<file path="config.mk">
export PLATFORM = sky130hd
export DESIGN_NAME = bfa_controller
export DESIGN_NICKNAME = d
export VERILOG_FILES = /design/src/rtl/core/bfa_pkg.sv /design/src/rtl/core/bfa_controller.sv
export SDC_FILE = /design/constraint.sdc
export NUM_CORES = 1
export LEC_CHECK = 0
export BUFFER_PORTS_ARGS = -buffer_cell sky130_fd_sc_hd__buf_4
export CAP_MARGIN = 5
export CORE_AREA = 2 2 39 41
export CTS_CLUSTER_SIZE = 25
export DETAILED_ROUTE_END_ITERATION = 10
export DIE_AREA = 0 0 41 43
export PLACE_DENSITY_LB_ADDON = 0.15
export SYNTH_ARGS = -nofsm -noshare
export SYNTH_HDL_FRONTEND = slang
export SYNTH_SLANG_ARGS = --single-unit
export TNS_END_PERCENT = 100
</file>
<file path="constraint.sdc">
create_clock -name clk -period 1.93 [get_ports clk]
set_input_delay 0.2895 -clock clk [delete_from_list [all_inputs] [get_ports clk]]
set_output_delay 0.2895 -clock clk [all_outputs]
set_load 0.005 [all_outputs]
</file>
<file path="src/rtl/core/bfa_pkg.sv">
// ----------------------------------------------------------------------------
// Bitmap frame allocator package
// Shared sizes, operation and status codes, and the command and status
// structures that pass between the controller and the datapath.
// ----------------------------------------------------------------------------
package bfa_pkg;

    localparam int MAX_FRAMES  = 4096;
    localparam int FRAME_BYTES = 4096;
    localparam int WORD_BITS   = 32;

    localparam int MAP_WORDS   = (MAX_FRAMES + WORD_BITS - 1) / WORD_BITS;
    localparam int WORD_IDX_W  = (MAP_WORDS > 1) ? $clog2(MAP_WORDS) : 1;
    localparam int BIT_IDX_W   = $clog2(WORD_BITS);
    localparam int FRAME_IDX_W = WORD_IDX_W + BIT_IDX_W;
    localparam int FRAME_SHIFT = $clog2(FRAME_BYTES);

    localparam int KIND_W      = 2;
    localparam int ADDR_W      = 32;
    localparam int FADDR_W     = 24;
    localparam int STATUS_W    = 2;
    localparam int COUNT_W     = 13;

    localparam int PAGE_W      = ADDR_W - FRAME_SHIFT;
    localparam int LIMIT_W     = $clog2(MAX_FRAMES + 1);
    localparam int CMP_W       = (COUNT_W > LIMIT_W) ? COUNT_W : LIMIT_W;
    localparam int RANGE_W     = (PAGE_W > LIMIT_W) ? PAGE_W : LIMIT_W;

    localparam logic [COUNT_W-1:0] FRAME_COUNT_RESET = COUNT_W'(4096);

    localparam logic [KIND_W-1:0] KIND_ALLOC = 2'd0;
    localparam logic [KIND_W-1:0] KIND_FREE  = 2'd1;
    localparam logic [KIND_W-1:0] KIND_INIT  = 2'd2;

    localparam logic [STATUS_W-1:0] ST_OK    = 2'd0;
    localparam logic [STATUS_W-1:0] ST_OOM   = 2'd1;
    localparam logic [STATUS_W-1:0] ST_RANGE = 2'd2;

    typedef struct packed {
        logic                start_search;
        logic                free_read;
        logic                next_word;
        logic                alloc_write;
        logic                free_write;
        logic                clear_map;
        logic                out_load;
        logic [STATUS_W-1:0] out_status;
        logic                out_has_addr;
    } bfa_cmd_t;

    typedef struct packed {
        logic limit_zero;
        logic free_in_range;
        logic found;
        logic last_word;
    } bfa_stat_t;

endpackage

</file>
<file path="src/rtl/core/bfa_controller.sv">
// ----------------------------------------------------------------------------
// Bitmap frame allocator controller
// Sequences allocate, free and initialize operations and owns the request
// and response handshakes.
// ----------------------------------------------------------------------------
module bfa_controller (
    input  logic                          clk,
    input  logic                          rst_n,
    input  logic                          req_valid,
    input  logic [bfa_pkg::KIND_W-1:0]    req_kind,
    output logic                          req_ready,
    output logic                          rsp_valid,
    input  logic                          rsp_ready,
    input  bfa_pkg::bfa_stat_t            stat,
    output bfa_pkg::bfa_cmd_t             cmd
);

    typedef enum logic [1:0] {
        S_IDLE,
        S_SCAN,
        S_FREE_WR,
        S_DONE
    } state_t;

    state_t                        state_reg;
    state_t                        state_next;
    logic                          out_valid_reg;
    logic                          out_valid_next;
    logic [bfa_pkg::STATUS_W-1:0]  res_status_reg;
    logic [bfa_pkg::STATUS_W-1:0]  res_status_next;
    logic                          res_addr_reg;
    logic                          res_addr_next;
    logic                          accept;

    assign req_ready = (state_reg == S_IDLE);
    assign rsp_valid = out_valid_reg;
    assign accept    = req_valid && req_ready;

    always_comb
    begin
        cmd             = '0;
        cmd.out_status  = res_status_reg;
        cmd.out_has_addr = res_addr_reg;
        state_next      = state_reg;
        res_status_next = res_status_reg;
        res_addr_next   = res_addr_reg;

        unique case (state_reg)
            S_IDLE:
            begin
                if (accept)
                begin
                    res_status_next = bfa_pkg::ST_OK;
                    res_addr_next   = 1'b0;
                    state_next      = S_DONE;
                    unique case (req_kind)
                        bfa_pkg::KIND_ALLOC:
                        begin
                            if (stat.limit_zero)
                            begin
                                res_status_next = bfa_pkg::ST_OOM;
                            end
                            else
                            begin
                                cmd.start_search = 1'b1;
                                state_next       = S_SCAN;
                            end
                        end
                        bfa_pkg::KIND_FREE:
                        begin
                            if (stat.free_in_range)
                            begin
                                cmd.free_read = 1'b1;
                                state_next    = S_FREE_WR;
                            end
                            else
                            begin
                                res_status_next = bfa_pkg::ST_RANGE;
                            end
                        end
                        bfa_pkg::KIND_INIT:
                        begin
                            cmd.clear_map = 1'b1;
                        end
                        default:
                        begin
                            res_status_next = bfa_pkg::ST_OK;
                        end
                    endcase
                end
            end
            S_SCAN:
            begin
                priority if (stat.found)
                begin
                    cmd.alloc_write = 1'b1;
                    res_addr_next   = 1'b1;
                    state_next      = S_DONE;
                end
                else if (stat.last_word)
                begin
                    res_status_next = bfa_pkg::ST_OOM;
                    state_next      = S_DONE;
                end
                else
                begin
                    cmd.next_word = 1'b1;
                end
            end
            S_FREE_WR:
            begin
                cmd.free_write = 1'b1;
                state_next     = S_DONE;
            end
            S_DONE:
            begin
                if (!out_valid_reg || rsp_ready)
                begin
                    cmd.out_load = 1'b1;
                    state_next   = S_IDLE;
                end
            end
            default:
            begin
                state_next = S_IDLE;
            end
        endcase

        if (cmd.out_load)
        begin
            out_valid_next = 1'b1;
        end
        else if (rsp_ready)
        begin
            out_valid_next = 1'b0;
        end
        else
        begin
            out_valid_next = out_valid_reg;
        end
    end

    always_ff @(posedge clk or negedge rst_n)
    begin
        if (!rst_n)
        begin
            state_reg      <= S_IDLE;
            out_valid_reg  <= 1'b0;
            res_status_reg <= bfa_pkg::ST_OK;
            res_addr_reg   <= 1'b0;
        end
        else
        begin
            state_reg      <= state_next;
            out_valid_reg  <= out_valid_next;
            res_status_reg <= res_status_next;
            res_addr_reg   <= res_addr_next;
        end
    end

endmodule

</file>
Yosys cells after proc, flatten, opt, wreduce, memory -nomap -nowiden. Index checks and enable logic that the tools add are counted.

Output and inout port bits: 12. Register bits: 6.

Equality and inequality tests: 11. Reductions and logical operators: 10. Muxes and demuxes: 36.

Operator list (number): $mux 2 (12); $mux 1 (19); $pmux 2 s2 (3); $ne 2x2->1 const B (4); $pmux 2 s4 (1); $eq 2x2->1 const B (3); $reduce_and 3->1 (2); $eq 2x1->1 const B (2); $logic_not 2->1 (2); $reduce_and 4->1 (1); $reduce_bool 2->1 (2); $ne 3x3->1 const B (1); $ne 2x1->1 const B (1); $pmux 1 s2 (1); $logic_and 1x1->1 (1); $logic_not 1->1 (1); $logic_or 1x1->1 (1).

Longest topological paths before layout.
Depth after elaboration: 5. Depth in mapped cells: 5. Mapped depth without buffers: 5.

Worst setup path after synthesis. Ideal clock, no wire load.

Kind: reg2reg. From: reg state_reg[0]. To: reg res_status_reg[1] in the netlist's numbering. Stages on the path, launching flop included: 6. Data required time: 1.805 ns. Arrival time: 1.320 ns. Setup slack: 0.485 ns. Library setup time: 0.125 ns. Path through: dfrtp_1 -> inv_1 -> ha_1 -> nor2b_4 -> a21oi_2 -> mux2_4.

Word-level cells in the longest chain between the ends: 4.

Ends and longest elaborated chain: from (decl) (RTL line bfa_controller.sv:25) `state_t state_reg;`; from (signal assigned) (RTL line bfa_controller.sv:154) `state_reg <= state_next;`; $logic_not 2->1 * (RTL line bfa_controller.sv:35) `assign req_ready = (state_reg == S_IDLE);`; via req_ready (RTL line bfa_controller.sv:11) `output logic req_ready,`; $logic_and 1x1->1 (RTL line bfa_controller.sv:37) `assign accept = req_valid && req_ready;`; $ne 2x1->1 (no source line); $reduce_and 4->1 (no source line); to (signal assigned) (RTL line bfa_controller.sv:149) `res_status_reg <= bfa_pkg::ST_OK;`; to (signal assigned) (RTL line bfa_controller.sv:156) `res_status_reg <= res_status_next;`; to (decl) (RTL line bfa_controller.sv:29) `logic [bfa_pkg::STATUS_W-1:0] res_status_reg;`.

Mark *: on every way through the listed nets, which the timed path passes. The rest lies on a longest branch. A chain may end at the register's enable or synchronous reset.

==> flow_summary.rst <==
.. list-table::
   :header-rows: 1

   * - Metric
     - Value
   * - Most instantiated library cell after synthesis
     - sky130_fd_sc_hd__dfrtp_1
   * - Number of global-route vias before repair
     - roughly 380
   * - Final clock skew
     - around 0.00026 ns
   * - Cells along the critical path
     - inv_1, ha_2, nand2_1, nor3b_1, buf_4
   * - Arrival time reported for the critical path endpoint
     - 1.49 ns
   * - Total overflow reported by the global router
     - 0
   * - Routed wire length per instance
     - around 12 um
   * - Static leakage
     - between 0.3 and 0.4 nW
   * - Post-Route WL
     - roughly 1000 um
   * - Maximum root-to-sink buffer count
     - 2
   * - Final worst-path cycle share
     - 92.3%
   * - Number of maximum-capacitance violations
     - 0
   * - Inserted Diodes
     - 0
   * - Final count of pins violating max slew
     - 0
   * - CP max stage cell
     - sky130_fd_sc_hd__dfrtp_1
   * - Setup slack after layout
     - about 0.15 ns
   * - Fin crit period
     - about 1.8 ns
   * - Result of the run
     - completed
   * - I/O Pins
     - 22
   * - Synth top area cells
     - sky130_fd_sc_hd__dfrtp_1 (32%), sky130_fd_sc_hd__ha_1 (13%), sky130_fd_sc_hd__a21oi_1 (4.2%), sky130_fd_sc_hd__mux2i_1 (4.2%), sky130_fd_sc_hd__nand3b_4 (4.2%)
   * - CTS H-Tree Depth
     - 1
   * - Share of layout cells above drive strength 1
     - 44.9%
   * - Mux cell area share after synthesis
     - between 7 and 8%
   * - Number of filler instances in the final layout
     - 140
   * - Pin count of the biggest net entering global routing
     - 8
   * - Number of synthesized register bits
     - 6
   * - Layout area overhead
     - 41.7%
   * - Cell accounting for the most synthesized area
     - sky130_fd_sc_hd__dfrtp_1
   * - Final net count
     - between 80 and 90
   * - Die area
     - approximately 1800 um^2
   * - Port Buffer Count
     - 21
   * - Required time at the worst-slack endpoint
     - 1.64 ns
   * - Starting utilization of the core area
     - approximately 34%
   * - Number of setup violations in the final report
     - 0
   * - Classification of the worst-slack hold path
     - input pin to flop
   * - Sinks on Clock Net
     - 6
   * - CTS tree
     - yes
   * - Critical path fanouts, max
     - 7
   * - Die Y-Extent
     - about 43 um
   * - Max stage delay on crit path
     - roughly 0.41 ns
   * - Startpoint class of the critical path
     - flop
   * - Simple-Gate Fraction of Synth Area
     - a little over a quarter
   * - Synth top area share
     - 31.7%
   * - YS warnings
     - 0
   * - Worst-Skew Late Latency
     - 0.23 ns
   * - Width of the die
     - 41 um
   * - Dominant delay contributor by cell family on the critical path
     - flip-flops
   * - Top cells by instance count after synthesis
     - sky130_fd_sc_hd__dfrtp_1 (6), sky130_fd_sc_hd__ha_1 (5), sky130_fd_sc_hd__a21oi_1 (4)
   * - Sequential element share of the synthesized area
     - between 30% and 40%
   * - Iteration count of the initial detailed-routing pass
     - 4
   * - Synthesized-area fraction occupied by ao, oa, aoi and oai cells
     - roughly 15%
   * - Post-route ant nets
     - 0
   * - Headroom to the max-slew limit
     - 80.7%
   * - Instance count of the mapped netlist
     - 46
   * - Core ar.
     - about 1400 um^2
   * - FFs w/ async S/R, synth
     - 100%
   * - Clock buffer count from CTS
     - 3
   * - Global placer's final weighted congestion
     - slightly above 0.6
   * - First-pass GRT wire length
     - between 1500 and 2000 um
   * - Leading register cell type out of synthesis
     - sky130_fd_sc_hd__dfrtp_1
   * - Setup crit end kind
     - output port
   * - Largest family of logic cells by synthesized area
     - simple AND/OR/NAND/NOR gates
   * - Root buffer selected by CTS
     - sky130_fd_sc_hd__clkbuf_4
   * - Post-detail-place hpwl
     - roughly 900 um
   * - Footprint of the multi-input gates
     - approximately 300 um^2
   * - Total negative slack for setup checks
     - 0 ns
   * - Routed vias/inst
     - about 4.6
   * - Number of buffer and inverter stages on the critical path
     - 2
   * - Power Density
     - around 1300 nW/um^2
   * - Number of hold violations in the final report
     - 0
   * - Total track usage
     - 13.7%
   * - Count of vias placed by the detailed router
     - 395
   * - Total area of sequential cells
     - around 150 um^2
   * - Violation count after the first detailed-routing iteration
     - 6
   * - Maximum frequency from static timing analysis
     - 561 MHz
   * - Remaining DRCs
     - 0
   * - Post-synth net total
     - 61
   * - Netlist cell types
     - 23
   * - Post-Synthesis Cell Area
     - 474 um^2
   * - Row Count
     - 14
   * - Synthesized area per cell
     - 10.3 um^2
   * - Cell Count, Final, Fillers Out
     - 85
   * - Clock transition at the registers of the reported paths
     - ~0.04 ns
   * - Setup repair after global routing missed its margin
     - false
   * - Antenna violations before repair
     - 0
   * - Count of placed standard cells including taps
     - between 80 and 90
   * - Share of the synthesized netlist area taken by xor and xnor gates
     - 0%
   * - Worst Max-Slew Pin Slew
     - about 0.29 ns
   * - Synth Area in Adders
     - a little over an eighth
   * - Peak VDD IR
     - about 0.6 mV
   * - Pre-CTS setup slack
     - around 0.32 ns
   * - Crit Path Category
     - flop to output port
   * - Number of enable flip-flop cells after synthesis
     - 0
   * - Minimum setup slack among reg-to-reg paths
     - roughly 0.4 ns
==> where the power goes <==
part           switching [mW]  internal, mW  total [mW]
Sequential             0.0465         0.187       0.233
Clock                  0.0380        0.0698       0.108
Combinational           0.238         0.297       0.535
==> per-layer routing <==
layer	wire (um)	vias up	global-route usage, %	part of all wire, %
met2	457	15	19.4	45
met3	93	0	2.62	9.1
met5	0	-	0	0
met4	0	0	8.00	0
li1	-	208	-	-
met1	468	172	18.5	46
==> worst reg2reg max path, cell delays in order, from the launching register on <==
cell	delay, ns
sky130_fd_sc_hd__dfrtp_1	0.38
sky130_fd_sc_hd__inv_1	0.09
sky130_fd_sc_hd__ha_1	0.25
sky130_fd_sc_hd__nand2b_1	0.19
sky130_fd_sc_hd__a21oi_2	0.19
sky130_fd_sc_hd__mux2_4	0.32
==> area by class of cell <==
class | count | area share, %
Inverter | 3 | 1.68
Multi-Input combinational cell | 35 | 44.7
Tap cell | 16 | 2.98
Sequential cell | 6 | 22.3
Clock buffer | 3 | 3.35
Timing Repair Buffer | 22 | 25.0
==> cell usage in the layout (no fill, tap or decap) <==
master	instances
sky130_fd_sc_hd__nand2_1	1
sky130_fd_sc_hd__a2bb2oi_1	2
sky130_fd_sc_hd__nor2b_4	1
sky130_fd_sc_hd__nand3b_4	1
sky130_fd_sc_hd__or3_1	1
sky130_fd_sc_hd__dfrtp_1	6
sky130_fd_sc_hd__clkbuf_4	3
sky130_fd_sc_hd__a21oi_1	4
sky130_fd_sc_hd__ha_2	1
sky130_fd_sc_hd__nor3b_2	1
sky130_fd_sc_hd__mux2_4	1
sky130_fd_sc_hd__inv_1	3
sky130_fd_sc_hd__nor2_1	3
sky130_fd_sc_hd__nor3b_1	1
sky130_fd_sc_hd__a21oi_2	1
sky130_fd_sc_hd__o22ai_1	2
sky130_fd_sc_hd__nand2b_1	3
sky130_fd_sc_hd__and2_1	2
sky130_fd_sc_hd__dlygate4sd3_1	1
sky130_fd_sc_hd__nor2b_1	1
sky130_fd_sc_hd__mux2i_1	2
sky130_fd_sc_hd__buf_4	21
sky130_fd_sc_hd__nor4b_1	1
sky130_fd_sc_hd__ha_1	4
sky130_fd_sc_hd__nand3b_1	1
sky130_fd_sc_hd__a211oi_2	1
==> what timing repair did <==
item                       CTS  global route
buffers inserted             0             0
resized for setup            0             1
hold endpoints to repair     6             0
setup endpoints to repair    0             1
hold buffers                 1             0
==> kinds of logic (layout without fill, tap and decap cells) <==
group / after synthesis / in the layout
compound gates: 10 / 10
fa+ha+maj: 5 / 5
buf+inv: 5 / 28
flops: 6 / 6
mux: 3 / 3
simple gates: 17 / 17
==> through the flow <==
| stage | util [%] | cell area, um^2 | power [mW] | hold WS (ns) |
|---|---|---|---|---|
| floorplan | - | 474 | 0.592 | -0.00609 |
| global placement | 46.0 | 637 | 0.773 | 0.102 |
| detailed placement | 46.0 | 637 | 0.772 | 0.0984 |
| CTS | 48.4 | 669 | 0.888 | 0.365 |
| global route | 48.6 | 672 | 0.967 | 0.384 |
| finish | 48.6 | 672 | 0.876 | 0.366 |
==> final timing paths <==
kind / start / endpoint / cells past startpoint
min in group asynchronous: rst_n / res_status_reg[0] / 2
worst max register to register: state_reg[1] / res_status_reg[1] / 5
worst min register to register: res_status_reg[1] / res_status_reg[1] / 1
worst min-delay path: stat[3] / res_status_reg[0] / 3
worst max-delay path: state_reg[0] / cmd[4] / 5
max in group asynchronous: rst_n / state_reg[1] / 2
(Power assumes the default switching activity.)
