**config.mk**
```make
export PLATFORM = sky130hd
export DESIGN_NAME = bfa_datapath
export DESIGN_NICKNAME = d
export VERILOG_FILES = /design/src/rtl/core/bfa_pkg.sv /design/src/rtl/core/bfa_datapath.sv
export SDC_FILE = /design/constraint.sdc
export NUM_CORES = 2
export LEC_CHECK = 0
export BUFFER_PORTS_ARGS = -buffer_cell sky130_fd_sc_hd__buf_2
export CAP_MARGIN = 20
export CELL_PAD_IN_SITES_DETAIL_PLACEMENT = 1
export CELL_PAD_IN_SITES_GLOBAL_PLACEMENT = 2
export CORE_AREA = 4 4 710 712
export CTS_CLUSTER_SIZE = 10
export DETAILED_ROUTE_END_ITERATION = 8
export DIE_AREA = 0 0 714 716
export PLACE_DENSITY = 0.66
export SLEW_MARGIN = 40
export SYNTH_ARGS = -nofsm -noshare
export SYNTH_HDL_FRONTEND = slang
export SYNTH_SLANG_ARGS = --single-unit
```
**constraint.sdc**
```tcl
create_clock -name clk -period 12.61 [get_ports clk]
set_input_delay 0.6305 -clock clk [delete_from_list [all_inputs] [get_ports clk]]
set_output_delay 0.6305 -clock clk [all_outputs]
set_load 0.02 [all_outputs]
```
**src/rtl/core/bfa_pkg.sv**
```systemverilog
// ----------------------------------------------------------------------------
// Bitmap frame allocator package
// Shared sizes, operation and status codes, and the command and status
// structures that pass between the controller and the datapath.
// ----------------------------------------------------------------------------
package bfa_pkg;

    localparam int MAX_FRAMES  = 4096;
    localparam int FRAME_BYTES = 4096;
    localparam int WORD_BITS   = 32;

    localparam int MAP_WORDS   = (MAX_FRAMES + WORD_BITS - 1) / WORD_BITS;
    localparam int WORD_IDX_W  = (MAP_WORDS > 1) ? $clog2(MAP_WORDS) : 1;
    localparam int BIT_IDX_W   = $clog2(WORD_BITS);
    localparam int FRAME_IDX_W = WORD_IDX_W + BIT_IDX_W;
    localparam int FRAME_SHIFT = $clog2(FRAME_BYTES);

    localparam int KIND_W      = 2;
    localparam int ADDR_W      = 32;
    localparam int FADDR_W     = 24;
    localparam int STATUS_W    = 2;
    localparam int COUNT_W     = 13;

    localparam int PAGE_W      = ADDR_W - FRAME_SHIFT;
    localparam int LIMIT_W     = $clog2(MAX_FRAMES + 1);
    localparam int CMP_W       = (COUNT_W > LIMIT_W) ? COUNT_W : LIMIT_W;
    localparam int RANGE_W     = (PAGE_W > LIMIT_W) ? PAGE_W : LIMIT_W;

    localparam logic [COUNT_W-1:0] FRAME_COUNT_RESET = COUNT_W'(4096);

    localparam logic [KIND_W-1:0] KIND_ALLOC = 2'd0;
    localparam logic [KIND_W-1:0] KIND_FREE  = 2'd1;
    localparam logic [KIND_W-1:0] KIND_INIT  = 2'd2;

    localparam logic [STATUS_W-1:0] ST_OK    = 2'd0;
    localparam logic [STATUS_W-1:0] ST_OOM   = 2'd1;
    localparam logic [STATUS_W-1:0] ST_RANGE = 2'd2;

    typedef struct packed {
        logic                start_search;
        logic                free_read;
        logic                next_word;
        logic                alloc_write;
        logic                free_write;
        logic                clear_map;
        logic                out_load;
        logic [STATUS_W-1:0] out_status;
        logic                out_has_addr;
    } bfa_cmd_t;

    typedef struct packed {
        logic limit_zero;
        logic free_in_range;
        logic found;
        logic last_word;
    } bfa_stat_t;

endpackage

```
**src/rtl/core/bfa_datapath.sv**
```systemverilog
// ----------------------------------------------------------------------------
// Bitmap frame allocator datapath
// Holds the frame count, the used map memory with per-word valid bits, the
// word scan logic and the response register.
// ----------------------------------------------------------------------------
module bfa_datapath (
    input  logic                          clk,
    input  logic                          rst_n,
    input  logic                          cfg_write,
    input  logic [bfa_pkg::COUNT_W-1:0]   cfg_data,
    input  logic [bfa_pkg::ADDR_W-1:0]    req_address,
    input  bfa_pkg::bfa_cmd_t             cmd,
    output bfa_pkg::bfa_stat_t            stat,
    output logic [bfa_pkg::FADDR_W-1:0]   frame_address,
    output logic [bfa_pkg::STATUS_W-1:0]  status
);

    localparam int WB = bfa_pkg::WORD_BITS;
    localparam int WW = bfa_pkg::WORD_IDX_W;
    localparam int BW = bfa_pkg::BIT_IDX_W;
    localparam int FW = bfa_pkg::FRAME_IDX_W;

    logic [WB-1:0]                   mem [bfa_pkg::MAP_WORDS];
    logic [bfa_pkg::MAP_WORDS-1:0]   valid_reg;
    logic [bfa_pkg::COUNT_W-1:0]     frame_count_reg;
    logic [WB-1:0]                   rd_data_reg;
    logic                            rd_valid_reg;
    logic [WW-1:0]                   word_reg;
    logic [WW-1:0]                   word_next;
    logic [BW-1:0]                   bit_reg;
    logic [FW-1:0]                   found_frame_reg;
    logic [bfa_pkg::FADDR_W-1:0]     frame_address_reg;
    logic [bfa_pkg::STATUS_W-1:0]    status_reg;

    logic [bfa_pkg::CMP_W-1:0]       count_ext;
    logic [bfa_pkg::CMP_W-1:0]       limit_ext;
    logic [bfa_pkg::LIMIT_W-1:0]     limit;
    logic [FW-1:0]                   limit_m1;
    logic [bfa_pkg::PAGE_W-1:0]      page;
    logic [FW-1:0]                   page_frame;
    logic                            rd_en;
    logic [WW-1:0]                   rd_addr;
    logic [WB-1:0]                   word_val;
    logic [WB-1:0]                   allow_mask;
    logic [WB-1:0]                   free_mask;
    logic [BW-1:0]                   found_bit;
    logic                            mem_we;
    logic [WB-1:0]                   wr_word;

    function automatic logic [BW-1:0] lowest_set(input logic [WB-1:0] m);
        logic [BW-1:0] idx;
        idx = '0;
        for (int i = WB - 1; i >= 0; i--)
        begin
            if (m[i])
            begin
                idx = BW'(i);
            end
        end
        return idx;
    endfunction

    assign count_ext  = bfa_pkg::CMP_W'(frame_count_reg);
    assign limit_ext  = (count_ext > bfa_pkg::CMP_W'(bfa_pkg::MAX_FRAMES))
                        ? bfa_pkg::CMP_W'(bfa_pkg::MAX_FRAMES) : count_ext;
    assign limit      = bfa_pkg::LIMIT_W'(limit_ext);
    assign limit_m1   = FW'(limit - 1'b1);

    assign page       = req_address[bfa_pkg::ADDR_W-1:bfa_pkg::FRAME_SHIFT];
    assign page_frame = FW'(page);

    assign rd_en = cmd.start_search | cmd.free_read | cmd.next_word;

    always_comb
    begin
        priority if (cmd.free_read)
        begin
            rd_addr = page_frame[FW-1:BW];
        end
        else if (cmd.next_word)
        begin
            rd_addr = WW'(word_reg + 1'b1);
        end
        else
        begin
            rd_addr = '0;
        end
    end

    assign word_next = rd_addr;

    assign word_val = rd_valid_reg ? rd_data_reg
                    : ((word_reg == '0) ? WB'(1) : '0);

    always_comb
    begin
        for (int b = 0; b < WB; b++)
        begin
            allow_mask[b] = (word_reg != limit_m1[FW-1:BW])
                            || (BW'(b) <= limit_m1[BW-1:0]);
        end
    end

    assign free_mask = ~word_val & allow_mask;
    assign found_bit = lowest_set(free_mask);

    assign stat.limit_zero    = (frame_count_reg == '0);
    assign stat.free_in_range = bfa_pkg::RANGE_W'(page) < bfa_pkg::RANGE_W'(limit);
    assign stat.found         = |free_mask;
    assign stat.last_word     = (word_reg == limit_m1[FW-1:BW]);

    assign mem_we  = cmd.alloc_write | cmd.free_write;
    assign wr_word = cmd.alloc_write ? (word_val | (WB'(1) << found_bit))
                                     : (word_val & ~(WB'(1) << bit_reg));

    always_ff @(posedge clk)
    begin
        if (mem_we)
        begin
            mem[word_reg] <= wr_word;
        end
        if (rd_en)
        begin
            rd_data_reg  <= mem[rd_addr];
            rd_valid_reg <= valid_reg[rd_addr];
            word_reg     <= word_next;
        end
        if (cmd.free_read)
        begin
            bit_reg <= page_frame[BW-1:0];
        end
        if (cmd.alloc_write)
        begin
            found_frame_reg <= {word_reg, found_bit};
        end
        if (cmd.out_load)
        begin
            frame_address_reg <= cmd.out_has_addr
                ? bfa_pkg::FADDR_W'({found_frame_reg, {bfa_pkg::FRAME_SHIFT{1'b0}}})
                : '0;
            status_reg        <= cmd.out_status;
        end
    end

    always_ff @(posedge clk or negedge rst_n)
    begin
        if (!rst_n)
        begin
            valid_reg       <= '0;
            frame_count_reg <= bfa_pkg::FRAME_COUNT_RESET;
        end
        else
        begin
            if (cfg_write)
            begin
                frame_count_reg <= cfg_data;
            end
            if (cmd.clear_map)
            begin
                valid_reg <= '0;
            end
            else if (mem_we)
            begin
                valid_reg[word_reg] <= 1'b1;
            end
        end
    end

    assign frame_address = frame_address_reg;
    assign status        = status_reg;

endmodule

```
# --- Yosys cells after proc, flatten, opt, wreduce, memory -nomap -nowiden ---
# Memory sizes are Yosys's and may differ from the RTL's. A register that Yosys moved wholly into a read port is not among the register bits.
# Cells that the tools add are included.
word_totals:
  regBits: 192
  latchBits: 0
  ramBits: 4096
  rom_bits: 0
  input_bits: 58
  out_inout_bits: 30
  elab_cells: 145
  memories: 1
classes:
  add_sub_neg: 2
  multipliers: 0
  n_div: 0
  n_lt_le_gt_ge: 37
  n_eq_ne: 2
  shift: 2
  muxes: 46
  bitwise: 9
  n_reduce_logical: 37
mem_list:
  columns: ["name", "depth", "width", "rd", "rd_clocked_by_memory_dff", "write_ports", "line", "text"]
  rows:
  - ["mem", 128, 32, 1, 1, 1, "bfa_datapath.sv:23", "logic [WB-1:0] mem [bfa_pkg::MAP_WORDS];"]
ops:
  columns: ["op", "n"]
  rows:
  - ["128-bit 2-to-1 mux", 2]
  - ["5-bit 2-to-1 mux", 32]
  - ["128-bit OR", 1]
  - ["5-bit <= comparator, first input constant", 16]
  - ["32-bit bitwise AND", 2]
  - ["32-bit 2-to-1 mux", 2]
  - ["32-bit NOT", 2]
  - ["1-bit by 5-bit left shift with 32-bit output, first input constant", 2]
  - ["4-bit by 5-bit <= comparator with 1-bit output, first input constant", 8]
  - ["1-bit logical OR", 32]
  - ["32-bit OR", 1]
  - ["32-bit OR reduction", 1]
  - ["3-bit by 5-bit <= comparator with 1-bit output, first input constant", 4]
  - ["20-bit by 13-bit less-than comparator with 1-bit output", 1]
  - ["7-bit by 8-bit less-than comparator with 1-bit output, second input constant", 2]
  - ["7-bit 2-to-1 mux", 2]
  - ["13-bit > comparator, second input constant", 1]
  - ["13-bit zero test", 1]
  - ["13-bit 2-to-1 mux", 1]
  - ["12-bit by 1-bit subtractor with 12-bit output, second input constant", 1]
  - ["1-bit by 5-bit <= comparator with 1-bit output, first input constant", 2]
  - ["2-bit by 5-bit <= comparator with 1-bit output, first input constant", 2]
  - ["7-bit by 1-bit adder with 7-bit output, second input constant", 1]
  - ["1-bit binary-select mux with 7-bit select", 1]
  - ["9 further kinds", 15]

# --- Depth between registers and ports, before layout ---
logic_depth:
  word_depth: 41
  mapped_depth: 21
  mapped_depth_nobuf: 15

# --- Worst setup path after synthesis ---
# OpenSTA, ideal clock, no wires.
synth_timing:
  path_kind: "flip-flop to flip-flop"
  start: "register frame_count_reg, in the netlist count_ext[12]"
  end: "memory mem[0][20] in the netlist's numbering (data pin)"
  setup_time_ns: 1.225
  arrival_ns: 9.317
  t_required_ns: 11.385
  setup_slack_ns: 2.067
  path_stages_with_launch: 17
  path_buffers: 4
  synth_period_minus_slack_ns: 10.543
  path_cell_list: "dfstp_2 > buf_2 > clkbuf_1 > nand2b_1 > ha_1 > clkbuf_1 > nor3b_1 > a2111oi_1 > nor2_1 > o21a_1 > o21ai_0 > nand3_1 > nor4bb_1 > o21ai_0 > or3_1 > clkbuf_1 > o31ai_1"
synth_via:
  elab_chain_cells: 41
  word_cells_on_any_way: 104
  cone_classes: "add/sub: 1; order compare: 33; eq/ne: 1; shift: 1; mux: 34; bitwise: 2; reduce/logical: 32"
synth_rtl:
  columns: ["element", "line", "text"]
  rows:
  - ["start, declared", "bfa_datapath.sv:25", "logic [bfa_pkg::COUNT_W-1:0] frame_count_reg;"]
  - ["start signal, assigned", "bfa_datapath.sv:150", "frame_count_reg <= bfa_pkg::FRAME_COUNT_RESET;"]
  - ["start signal, assigned", "bfa_datapath.sv:156", "frame_count_reg <= cfg_data;"]
  - ["13-bit > comparator *", "bfa_datapath.sv:64", "assign limit_ext = (count_ext > bfa_pkg::CMP_W'(bfa_pkg::MAX_FRAMES))"]
  - ["13-bit 2-to-1 mux *", "bfa_datapath.sv:65", "? bfa_pkg::CMP_W'(bfa_pkg::MAX_FRAMES) : count_ext;"]
  - ["12-bit by 1-bit subtractor with 12-bit output *", "bfa_datapath.sv:67", "assign limit_m1 = FW'(limit - 1'b1);"]
  - ["5-bit <= comparator / 7-bit inequality test (equally long branches)", "bfa_datapath.sv:100, bfa_datapath.sv:99", null]
  - ["1-bit logical OR", "bfa_datapath.sv:100", "|| (BW'(b) <= limit_m1[BW-1:0]);"]
  - ["32-bit bitwise AND *", "bfa_datapath.sv:104", "assign free_mask = ~word_val & allow_mask;"]
  - ["5-bit 2-to-1 mux (31 in a row)", "bfa_datapath.sv:55", "if (m[i])"]
  - ["5-bit 2-to-1 mux *", "bfa_datapath.sv:55", null]
  - ["1-bit by 5-bit left shift with 32-bit output *", "bfa_datapath.sv:113", "assign wr_word = cmd.alloc_write ? (word_val | (WB'(1) << found_bit))"]
  - ["32-bit OR *", "bfa_datapath.sv:113", null]
  - ["32-bit 2-to-1 mux *", "bfa_datapath.sv:113", null]
  - ["via wr_word[20]", "bfa_datapath.sv:48", "logic [WB-1:0] wr_word;"]
  - ["end, declared", "bfa_datapath.sv:23", null]
# The timed path passes the listed nets; every way through them passes the cells marked *.

# --- Final worst setup path ---
layout_timing:
  start: "register frame_count_reg, in the netlist count_ext[12]"
  end: "memory mem[124][21] in the netlist's numbering (data pin)"
# Same word-level chain as after synthesis.

==> results by group <==
Finish
  – Layout cell share with drive strength beyond 1: 9.35%
  – Post-layout net count: 14,000
  – Fillcell total: 51,900
  – Synth-to-layout area growth: 14.3%
  – Max FFs per register: 4,096

Pwr
  – Sw Ratio: 27.0%
  – Reported net switching power: 0.00904 W
  – Worst vdd ir: 126 µV
  – Int Power: 0.0245 W
  – Sequential power share: 49.6%
  – Power Dens Cells: 169 mW/mm²
  – Leakage: 67.3 nW
  – Comb power frac: 12.7%
  – Clock share of power: 37.7%

Timing
  – F_max: 120 MHz
  – Final slew viol count: 0
  – Setup TNS: 0 ps
  – Final min period: 8330 ps
  – Period utilisation layout: 66.1%
  – RSZ-0062 raised after global routing: false
  – Setup violators final: 0
  – Hold slack: 105 ps
  – Clock Skews: 55.6 ps
  – Worst Tran Pin Value: 973 ps
  – Final hold vios: 0
  – Slew HR: 35.1%

Yosys
  – Avg Cell Area, Syn: 12.5 µm²
  – #FFs+latches synth: 4,308
  – Post-synthesis async set-or-reset flop share: 3.27%
  – Post-Synthesis Cells: 13,900
  – Number of synthesized flops with an enable pin: 4,167
  – Top_reg_cell synth: edfxtp_1
  – Post-synth cell types: 83
  – Post-synthesis sequential area ratio: 74.0%
  – Ys Warns: 0
  – Mapped Area: 0.174 mm²

Global route
  – Vias in the first global route: 117,000
  – GRT Residual Overflow: 0
  – Initial antenna violation count: 17
  – First-pass GRT wire length: 858 mm
  – Largest net degree at the start of global routing: 147
  – GR Util All Layers: 23.0%

Detailed routing
  – 1st-pass router iterations: 5
  – DR vias/cell: 5.58
  – DR iter-0 viols: 10,300
  – Vias: 116,000
  – DRT antenna net count: 0
  – # DRC: 0
  – Final wirelength: 602 mm
  – Wire per inst: 28.9 µm

Place
  – DP HPWL: 316 mm
  – GPL Wtd Cong: 0.831
  – IO buf count: 63

Floorplanning
  – DIE HEIGHT: 716 µm
  – Initial Util: 35.0%
  – Core box area: 0.497 mm²
  – I/O Pins: 88
  – Die Area: 0.511 mm²
  – Die X: 714 µm
  – Rows: 259

Worst setup path
  – Worst EP arrival: 9010 ps
  – CP max FO: 64
  – Worst setup EP type: flip-flop
  – Startpoint types: flip-flop
  – CP required: 13,290 ps
  – WS Path Type: flip-flop to flip-flop

Flow run
  – Number of max-cap violations: 0

CTS
  – Root Driver: clkbuf_16
  – H-tree levels: 5
  – CTS Buffer Depth: 4
  – Clock Pin Slew Worst Setup and Hold Paths: 60 ps
  – Inserted Clock Buffers: 482
  – TritonCTS clock tree: built
  – Number of clock sinks: 4,308
  – Clk Latency, worst-skew pair: 1040 ps

Outcome
  – Status: finished, final reports clean

Hold path
  – Worst Hold Class: primary input to flip-flop
==> through the flow <==
step / area [µm²] / utilization, % / power (W) / setup slack (ps) / std cells
after global routing: 199000 / 39.9 / 0.0347 / 3640 / 20800
after CTS: 198000 / 39.9 / 0.0338 / 4210 / 20800
after detailed placement: 184000 / 37.1 / 0.0212 / 4300 / 20000
after floorplan: 174000 / - / 0.0192 / 2070 / 13900
final: 199000 / 40.0 / 0.0335 / 4280 / 20800
after global placement: 183000 / 36.9 / 0.0211 / 4290 / 20000
==> cell type report <==
| class | instances | area, µm² | area share (%) |
|---|---|---|---|
| antenna | 10 | 25.0 | 0.0126 |
| clock buffer | 684 | 13000 | 6.57 |
| clock inverter | 40 | 392 | 0.197 |
| inverter | 23 | 126 | 0.0636 |
| multi-input combinational | 8572 | 43200 | 21.8 |
| sequential | 4308 | 129000 | 64.8 |
| tap | 6655 | 8330 | 4.19 |
| timing repair buffer | 506 | 4790 | 2.41 |
==> cell usage in the layout (no fill, tap or decap), types with 74 or more instances in the layout <==
master        n
a21oi_1      83
a311oi_1    683
a31oi_1      74
and3_1      273
buf_4       302
clkbuf_1    186
clkbuf_16   488
dfrtp_1     140
edfxtp_1   4167
nand2_1    4378
nand3_1    2143
nor2_1      269
nor2_4      128
o21ai_0      76
==> cells by family after synthesis <==
family          Yosys count  share of synthesized area [%]
mux                      11                         0.0706
compound gates         1186                           5.42
flops                  4308                           74.0
other cells               1                        0.00216
fa+ha+maj                18                          0.130
xor+xnor                 13                         0.0655
buf+inv                1029                           2.27
simple gates           7332                           18.0
==> worst paths after layout <==
kind,slack (ps),endpoint,cells after the start,from
setup / recovery,4280,mem[124][21]$_DFFE_PP_,18,count_ext[12]$_DFFE_PN1P_
hold / removal,100,found_frame_reg[3]$_DFFE_PP_,1,cmd[6]
setup reg to reg,4280,mem[124][21]$_DFFE_PP_,18,count_ext[12]$_DFFE_PN1P_
hold reg to reg,490,valid_reg[0]$_DFFE_PN0P_,2,valid_reg[0]$_DFFE_PN0P_
max in group asynchronous,11370,valid_reg[116]$_DFFE_PN0P_,3,rst_n
min in group asynchronous,120,valid_reg[45]$_DFFE_PN0P_,2,rst_n
==> critical path, cell delays in order (launching register included) <==
cell and delay, ps:
dfstp_2 510, buf_4 300, inv_1 310, nand2_1 260, ha_1 640, inv_1 170
a21oi_1 470, a21oi_1 90, o32ai_1 400, o2111ai_2 190, buf_4 300, o31ai_1 470
nand3_1 250, nor4bb_1 530, o21ai_0 270, or3_2 750, o21ai_4 540, buf_4 610
buf_4 690
==> timing repair <==
action | CTS | global route
buffers inserted | 0 | 0
resized for setup | 0 | 0
hold endpoints to repair | 86 | 6
setup endpoints to repair | 0 | 0
hold buffers | 24 | 1
==> power groups by stage <==
stage / combinational, W / clock [W] / sequential [W]
after floorplan: 0.00217 / 0 / 0.0171
after global placement: 0.00413 / 0 / 0.0169
after detailed placement: 0.00423 / 0 / 0.0169
after CTS: 0.00425 / 0.0129 / 0.0166
after global routing: 0.00458 / 0.0135 / 0.0166
final: 0.00426 / 0.0126 / 0.0166
==> synth_stat cells, types with 6 or more instances <==
master	instances	area [µm²]
nor3_1	16	80.1
buf_4	14	105
o311ai_0	35	307
a311oi_1	728	6380
inv_1	19	71.3
o21ba_2	22	220
a31oi_1	74	463
o22ai_1	22	138
edfxtp_1	4167	125000
dfrtp_1	140	3500
o21a_1	12	90.1
or2_2	6	37.5
buf_1	100	375
nand2b_1	19	119
mux2_2	10	113
a211o_1	6	52.6
clkbuf_1	885	3320
nand3_1	2149	10800
or3_1	8	50.1
a21oi_1	96	480
nand4_1	13	81.3
o21ai_0	78	390
nand2_1	4381	16400
ha_1	18	225
xnor2_1	6	52.6
o31ai_1	43	323
o21ai_1	11	55.1
a21o_1	6	45.0
and2_1	18	113
o211ai_1	8	60.1
nor2b_1	15	93.8
xor2_1	7	61.3
nor2_1	398	1490
nor3b_1	6	45.0
and3_1	273	1710
==> routing by layer <==
| layer | track usage, % | vias to the layer above | routed length (µm) |
|---|---|---|---|
| li1 | - | 50900 | - |
| met1 | 31.5 | 61400 | 264000 |
| met2 | 38.8 | 2896 | 289000 |
| met3 | 2.45 | 811 | 30000 |
| met4 | 6.60 | 0 | 18400 |
| met5 | 0 | - | 0 |
Power figures use the tool's default switching activity.
